==> src/rtl/accel_motion_tamper_detector_defines.svh <==
// ----------------------------------------------------------------------------
// Assertion macros for the accelerometer motion and tamper detector
// Clocked implication checks used by the top-level detector.
// ----------------------------------------------------------------------------
`ifndef ACCEL_MOTION_TAMPER_DETECTOR_DEFINES_SVH
`define ACCEL_MOTION_TAMPER_DETECTOR_DEFINES_SVH

// Same-cycle implication, disabled while reset is asserted.
`define AMTD_ASSERT_IMPL(lbl, clk, rst_n, ante, cons) \
    lbl: assert property (@(posedge clk) disable iff (!(rst_n)) (ante) |-> (cons)) \
        else $error("assertion failed: same-cycle implication");

// Next-cycle implication, disabled while reset is asserted.
`define AMTD_ASSERT_NEXT(lbl, clk, rst_n, ante, cons) \
    lbl: assert property (@(posedge clk) disable iff (!(rst_n)) (ante) |=> (cons)) \
        else $error("assertion failed: next-cycle implication");

`endif

==> src/rtl/amtd_pkg.sv <==
// ----------------------------------------------------------------------------
// amtd_pkg
// Shared widths, register map, result codes and control structs.
// ----------------------------------------------------------------------------
`timescale 1ns / 1ps
`default_nettype none

package amtd_pkg;

    localparam int SAMPLE_W    = 16;
    localparam int THRESH_W    = 16;
    localparam int LIMIT_W     = 8;
    localparam int HOLD_W      = 4;
    localparam int SEQ_W       = 32;
    localparam int NUM_AXES    = 3;
    localparam int APB_DATA_W  = 32;
    localparam int APB_ADDR_W  = 4;

    localparam logic [THRESH_W-1:0] THRESH_RESET = 16'd64;
    localparam logic [LIMIT_W-1:0]  LIMIT_RESET  = 8'd3;
    localparam logic [HOLD_W-1:0]   HOLD_RESET   = 4'd5;

    // Register word index (paddr[3:2])
    localparam logic [1:0] REG_THRESHOLD = 2'd0;
    localparam logic [1:0] REG_LIMIT     = 2'd1;
    localparam logic [1:0] REG_HOLD      = 2'd2;

    typedef enum logic [1:0] {
        WAIT_WARMUP = 2'd0,
        WAIT_TAMPER = 2'd1,
        WAIT_IDLE   = 2'd2
    } t_wait_kind;

    // Per-stage advance strobes for the axis lanes
    typedef struct packed {
        logic load;
        logic adv2;
        logic adv3;
    } t_lane_ctl;

    // Item classification carried down the pipeline
    typedef struct packed {
        logic warm;
        logic arm_now;
        logic check;
    } t_item_flags;

endpackage

`default_nettype wire

==> src/rtl/amtd_lane.sv <==
// ----------------------------------------------------------------------------
// amtd_lane
// One axis: sample ring, running sum, mean by reciprocal multiply and the
// deviation compare, in three stages.
// ----------------------------------------------------------------------------
`timescale 1ns / 1ps
`default_nettype none

module amtd_lane
    import amtd_pkg::*;
#(
    parameter int WINDOW_DEPTH = 10
) (
    input  wire                                   i_clk,
    input  wire                                   i_rst_n,
    input  t_lane_ctl                             i_ctl,
    input  wire        [$clog2(WINDOW_DEPTH)-1:0] i_slot,
    input  wire signed [SAMPLE_W-1:0]             i_sample,
    input  wire        [THRESH_W-1:0]             i_threshold,
    output logic                                  o_dev
);

    localparam int DEPTH_LOG = $clog2(WINDOW_DEPTH);
    localparam int SUM_W     = SAMPLE_W + DEPTH_LOG;
    localparam int SHIFT     = SUM_W + DEPTH_LOG;
    localparam int MUL_W     = SUM_W + 1;
    localparam int PROD_W    = SUM_W + MUL_W;
    localparam int DIF_W     = SUM_W + 1;
    localparam logic [63:0] MulFull =
        ((64'd1 << SHIFT) + 64'(WINDOW_DEPTH) - 64'd1) / 64'(WINDOW_DEPTH);
    localparam logic [MUL_W-1:0] MUL_K = MulFull[MUL_W-1:0];

    logic signed [SAMPLE_W-1:0] r_ring [WINDOW_DEPTH];
    logic signed [SUM_W-1:0]    r_sum;

    logic signed [SUM_W-1:0]    r_sum1;
    logic signed [SAMPLE_W-1:0] r_s1;
    logic [PROD_W-1:0]          r_prod2;
    logic                       r_neg2;
    logic signed [SAMPLE_W-1:0] r_s2;
    logic                       r_dev3;

    logic signed [SUM_W-1:0]    w_sum_new;
    logic [SUM_W-1:0]           w_mag;
    logic [PROD_W-1:0]          w_prod;
    logic [SUM_W-1:0]           w_q;
    logic signed [DIF_W-1:0]    w_mean;
    logic signed [DIF_W-1:0]    w_diff;
    logic [DIF_W-1:0]           w_adiff;

    // Stage 1: retire the oldest sample of this slot, add the new one
    assign w_sum_new = r_sum + SUM_W'(i_sample) - SUM_W'(r_ring[i_slot]);

    always_ff @(posedge i_clk) begin
        if (!i_rst_n) begin
            for (int k = 0; k < WINDOW_DEPTH; k++) begin
                r_ring[k] <= '0;
            end
            r_sum <= '0;
        end else if (i_ctl.load) begin
            r_ring[i_slot] <= i_sample;
            r_sum          <= w_sum_new;
        end
    end

    always_ff @(posedge i_clk) begin
        if (i_ctl.load) begin
            r_sum1 <= w_sum_new;
            r_s1   <= i_sample;
        end
    end

    // Stage 2: magnitude times reciprocal of the window depth
    assign w_mag  = r_sum1[SUM_W-1] ? SUM_W'(-r_sum1) : SUM_W'(r_sum1);
    assign w_prod = PROD_W'(w_mag) * PROD_W'(MUL_K);

    always_ff @(posedge i_clk) begin
        if (i_ctl.adv2) begin
            r_prod2 <= w_prod;
            r_neg2  <= r_sum1[SUM_W-1];
            r_s2    <= r_s1;
        end
    end

    // Stage 3: restore the sign (truncate toward zero), compare distance
    assign w_q     = SUM_W'(r_prod2 >> SHIFT);
    assign w_mean  = r_neg2 ? -$signed({1'b0, w_q}) : $signed({1'b0, w_q});
    assign w_diff  = w_mean - DIF_W'(r_s2);
    assign w_adiff = w_diff[DIF_W-1] ? DIF_W'(-w_diff) : DIF_W'(w_diff);

    always_ff @(posedge i_clk) begin
        if (i_ctl.adv3) begin
            r_dev3 <= (w_adiff >= DIF_W'(i_threshold));
        end
    end

    assign o_dev = r_dev3;

endmodule

`default_nettype wire

==> config.mk <==
export PLATFORM = sky130hd
export DESIGN_NAME = amtd_lane
export DESIGN_NICKNAME = d
export VERILOG_FILES = /design/src/rtl/accel_motion_tamper_detector_defines.svh /design/src/rtl/amtd_pkg.sv /design/src/rtl/amtd_lane.sv
export SDC_FILE = /design/constraint.sdc
export NUM_CORES = 1
export LEC_CHECK = 0
export BUFFER_PORTS_ARGS = -buffer_cell sky130_fd_sc_hd__buf_2
export CORE_ASPECT_RATIO = 0.5
export CORE_MARGIN = 4
export CORE_UTILIZATION = 25
export CTS_BUF_LIST = sky130_fd_sc_hd__clkbuf_8 sky130_fd_sc_hd__clkbuf_16
export CTS_CLUSTER_DIAMETER = 60
export DETAILED_ROUTE_END_ITERATION = 10
export GPL_ROUTABILITY_DRIVEN = 1
export GPL_TIMING_DRIVEN = 0
export PLACE_DENSITY = 0.37
export SETUP_SLACK_MARGIN = 0.2
export SYNTH_ARGS = -nofsm -noshare
export SYNTH_HDL_FRONTEND = slang
export SYNTH_SLANG_ARGS = --single-unit
export TNS_END_PERCENT = 1
==> constraint.sdc <==
create_clock -name i_clk -period 7.77 [get_ports i_clk]
set_input_delay 0.3885 -clock i_clk [delete_from_list [all_inputs] [get_ports i_clk]]
set_output_delay 0.3885 -clock i_clk [all_outputs]
set_load 0.01 [all_outputs]
After elaboration in Yosys (flattened, before gate mapping). Memory sizes are Yosys's and may differ from the RTL's. Cells that the tools add are included.

Word-level logic and storage cells: 27. Bits of input ports: 41. Memory bits (writable): 160. Output and inout port bits: 1. Flip-flop bits (word level): 114. Memories: 1.

Order comparisons: 1. Mux-type cells: 10. Multiply operators: 1. Reductions and logical operators: 1. Add/subtract/negate cells: 6.

Memories: r_ring (depth 10, bits a word 16, rd ports 1, clocked after memory_dff 0, write ports 10, line amtd_lane.sv:33) `logic signed [SAMPLE_W-1:0] r_ring [WINDOW_DEPTH];`.

Operator list (count): 2-to-1 mux 21 bit (2); multiplier 20 x 20 -> 40 bit (second input constant) (1); >= comparator 21 x 16 -> 1 bit (1); negation 17 -> 21 bit (1); negation 21 bit (1); subtractor 21 x 16 -> 21 bit (1); adder 20 x 16 -> 20 bit (1); 2-to-1 mux 20 bit (1); negation 20 bit (1); subtractor 20 x 16 -> 20 bit (1); 2-to-1 mux 16 bit (1); OR reduction 16 bit (1); 2-to-1 mux 1 bit (5); 2-to-1 mux 4 bit (1).

Longest topological paths before layout.
Depth after elaboration: 6. Gate-level depth with buffers: 31. Mapped depth without buffers: 31.

Worst setup path before layout. Ideal clock, no wire load.

Path type: reg2reg. From: reg r_sum1[3]. To: reg r_prod2[32] (data pin). Arrival: 7.579 ns. Setup time: 0.262 ns. Cell stages (with the launch flop): 32. Buffers on the path: 0. Path slack: -0.070 ns. Period minus slack after synthesis: 7.840 ns. Cell sequence: edfxtp_1 > or4_1 > nor4_1 > nand2_1 > or4_1 > o21ai_0 > xor2_1 > inv_1 > ha_1 > xor2_1 > ha_1 > a21o_1 > ha_1 > inv_1 > fa_1 > inv_1 > fa_1 > fa_1 > inv_1 > fa_1 > inv_1 > ha_1 > nand4_1 > o221ai_1 > a21oi_1 > o21ai_0 > o21bai_1 > a31o_2 > a31oi_1 > nor2_1 > a211oi_1 > xnor2_1.

Word-level cells in the longest chain between the ends: 3.

Ends and longest elaborated chain: from (decl) (line amtd_lane.sv:36) `logic signed [SUM_W-1:0] r_sum1;`; from (signal assigned) (line amtd_lane.sv:68) `r_sum1 <= w_sum_new;`; negation 20 bit (line amtd_lane.sv:74) `assign w_mag = r_sum1[SUM_W-1] ? SUM_W'(-r_sum1) : SUM_W'(r_sum1);`; 2-to-1 mux 20 bit (*) (line amtd_lane.sv:74); multiplier 20 x 20 -> 40 bit (*) (line amtd_lane.sv:75) `assign w_prod = PROD_W'(w_mag) * PROD_W'(MUL_K);`; net w_prod[32] (line amtd_lane.sv:45) `logic [PROD_W-1:0] w_prod;`; to (signal assigned) (line amtd_lane.sv:79) `r_prod2 <= w_prod;`; to (decl) (line amtd_lane.sv:38) `logic [PROD_W-1:0] r_prod2;`.

The timed path passes the listed nets; every way through them passes the cells marked *. A chain may end at the register's enable or synchronous reset.

Worst setup path in the final report.
From: reg r_sum1[2]. To: reg r_prod2[38] (data pin).

Same word-level chain as after synthesis.

==> impl_metrics.py <==
metrics = {
    "drt": {
        "wl_um": 66930,
        "drt-vias-per-instance": 4.386,
        "antenna_left": 0,
        "drc": 0,
        "firstDrtPassIters": 5,
        "routedWlPerCell_um": 19.42,
        "drtIter0Drc": 758,
        "route.vias.total": 15120,
    },
    "run": {
        "maxCapViolCount": 0,
    },
    "floorplanning": {
        "dieArea_mm2": 0.1031,
        "initial_utilization_pct": 25.43,
        "rows": 80,
        "io_pins": 42,
        "coreArea_mm2": 0.09609,
        "fp.dieH_um": 229.1,
        "fp.dieW_um": 450.1,
    },
    "synth": {
        "yosys_warnings": 0,
        "yosysMostFrequentCell": "inv_1",
        "synth_top_area_cell": "edfxtp_1",
        "syn-num-nets": 2467,
        "synth_seq_cells": 347,
        "ys_seq_area_share_pct": 41.83,
        "synthArstFlopShare_pct": 0,
        "synth_cells": 2015,
        "synth.top_cell.area_share_pct": 40.19,
        "synth_common_cells": "349 x inv_1, 327 x edfxtp_1, 259 x ha_1, 211 x nor2_1, 152 x fa_1",
        "synthFlopType": "edfxtp_1",
        "synth.area.top_cells": "edfxtp_1 40%, ha_1 13%, fa_1 12%, mux4_2 7.4%, inv_1 5.4%",
        "synth_edf_count": 327,
        "syn-cell-area_mm2": 0.02443,
        "synth.distinct_cells": 74,
        "avgSynthCellArea_um2": 12.13,
    },
    "hold_path": {
        "hp-class": "in -> reg",
    },
    "worst_setup_path": {
        "worst-path-stages": 27,
        "crit_top_cell": "fa_1",
        "worstSetupPathType": "reg -> reg",
        "endpoint": "r_prod2[38]",
        "crit_fanout": 5,
        "max_stage_delay_ps": 560,
        "rr_endpoint": "r_prod2[38]",
        "rrSetupSlack_ps": 30,
        "path_delay_family": "adder cells",
        "r2r_cells": 27,
        "crit_start": "r_sum1[2]",
        "r2r-start": "r_sum1[2]",
        "path_buf_inv": 3,
        "crit_path_start_kind": "flop",
        "cp.required_ps": 8070,
        "slowest_stage": "or4_4",
        "arrival_ps": 8040,
        "end_kind": "flop",
    },
    "sta": {
        "grt_setup_unrepaired": "yes",
        "clock_skew_ps": 43.63,
        "fin_tns_setup_ps": 0,
        "min_period_over_period_pct": 99.58,
        "layout_min_cycle_time_ps": 7738,
        "hold_viol": 0,
        "fmax_mhz": 129.2,
        "whs_ps": 50.80,
        "worst_pin_slew_ps": 1218,
        "slew_viol_final": 0,
        "max-slew-margin-rel_pct": 18.81,
        "finalSetupViolCount": 0,
    },
    "clocking": {
        "tritoncts": "done",
        "cts_buffer_depth": 3,
        "clkLatencyLatePin_ps": 590,
        "cts_made_buffers": 40,
        "cts_hold_buf": 0,
        "cts_root_buf": "clkbuf_16",
        "clk_pin_slew_ps": 60,
        "cts.sinks": 347,
        "htreeDepth": 2,
    },
    "placement": {
        "hpwl_um": 52020,
        "port_buffers": 39,
        "postPlaceCellArea_mm2": 0.02643,
        "routabilityCongestion": 0.8027,
    },
    "grt": {
        "grt_pass1_vias": 15850,
        "grt_pass1_wl_um": 101200,
        "grt-ovfl-total": 0,
        "grt_max_degree": 38,
        "grt_util_all_layers_pct": 12.90,
        "antenna_found_initial": 0,
    },
    "cells_and_area": {
        "antennaDiodeCount": 0,
        "area_growth_pct": 18.00,
        "final_core_util_pct": 30.00,
        "nets": 2597,
        "drive_above_1_share_pct": 15.81,
        "fin_area_mm2": 0.02883,
    },
    "outcome": {
        "status": "completed",
    },
}
-- per-layer routing --
layer / up-vias / wire length (um) / GRT usage (%)
met5: - / 0 / 0
met2: 199 / 30650 / 20.72
met4: 0 / 696 / 1.905
met1: 7617 / 33400 / 18.94
met3: 56 / 2182 / 1.665
li1: 7246 / - / -
-- repair_timing --
action / 4_1_cts / 5_1_grt
buffers inserted: 31 / 12
endpoints found under the setup margin: 17 / 17
gates resized for setup: 84 / 34
pin swaps: 56 / 59
-- through the flow --
stage,std cells,worst slack [ps]
after floorplan,2015,214.0
after global placement,3325,-1386
after detailed placement,3331,-1336
after CTS,3435,-243.5
after global routing,3447,-262.8
final,3447,32.40
-- state kept, by name, summed over array words and instances (netlist names) --
name and cells:
o_dev 1, r_prod2 17, r_neg2 1, r_sum1 20, r_s2 16, r_s1 16
r_ring 256, r_sum 20
-- layout make-up --
class | count | area, um^2
Fill cell | 9789 | 67260
Multi-Input combinational cell | 1272 | 13590
Sequential cell | 347 | 10220
Tap cell | 1271 | 1590
Inverter | 349 | 1313
Clock buffer | 41 | 1015
Timing Repair Buffer | 88 | 629.4
Clock inverter | 32 | 289.0
Buffer | 47 | 180.2
-- layout by cell type, fill, tap and decap left out, types with 15 or more instances in the layout --
| master | instances |
|---|---|
| ha_4 | 24 |
| xor2_1 | 34 |
| buf_2 | 41 |
| nor2_1 | 205 |
| a21o_1 | 35 |
| dfxtp_1 | 20 |
| o21ai_0 | 39 |
| xnor2_1 | 70 |
| buf_4 | 41 |
| clkbuf_1 | 36 |
| mux4_2 | 80 |
| edfxtp_1 | 327 |
| a21oi_1 | 41 |
| fa_1 | 151 |
| ha_1 | 232 |
| nand2_1 | 85 |
| inv_1 | 346 |
| mux2i_1 | 17 |
| nand3_1 | 22 |
| clkbuf_16 | 40 |
| nand2b_1 | 15 |
-- logic make-up (layout without fill, tap and decap cells) --
| kind of cell | count (synthesis) | count (layout) | synth area share (%) |
|---|---|---|---|
| and+or+nand+nor | 425 | 425 | 7.938 |
| adders and majority gates | 411 | 411 | 25.72 |
| buffers and inverters | 396 | 557 | 6.089 |
| DFF | 347 | 347 | 41.83 |
| AOI/OAI and AO/OA | 212 | 212 | 5.787 |
| xor gates and xnor gates | 125 | 125 | 4.481 |
| muxes | 99 | 99 | 8.158 |
-- how the worst min path moves through the flow --
stage / endpoint / depth (start not counted) / start / slack, ps
6_report: o_dev / 1 / i_ctl[0] / 50
4_1_cts: o_dev / 1 / i_ctl[0] / 10
3_3_place_gp: r_s2[12] / 0 / r_s1[12] / 400
5_1_grt: o_dev / 1 / i_ctl[0] / 20
2_1_floorplan: r_s2[0] / 0 / r_s1[0] / 400
3_5_place_dp: r_s2[14] / 0 / r_s1[14] / 400
Power is not shown: default switching activity piles up to over one toggle a cycle in this logic, so the estimate is an artifact.
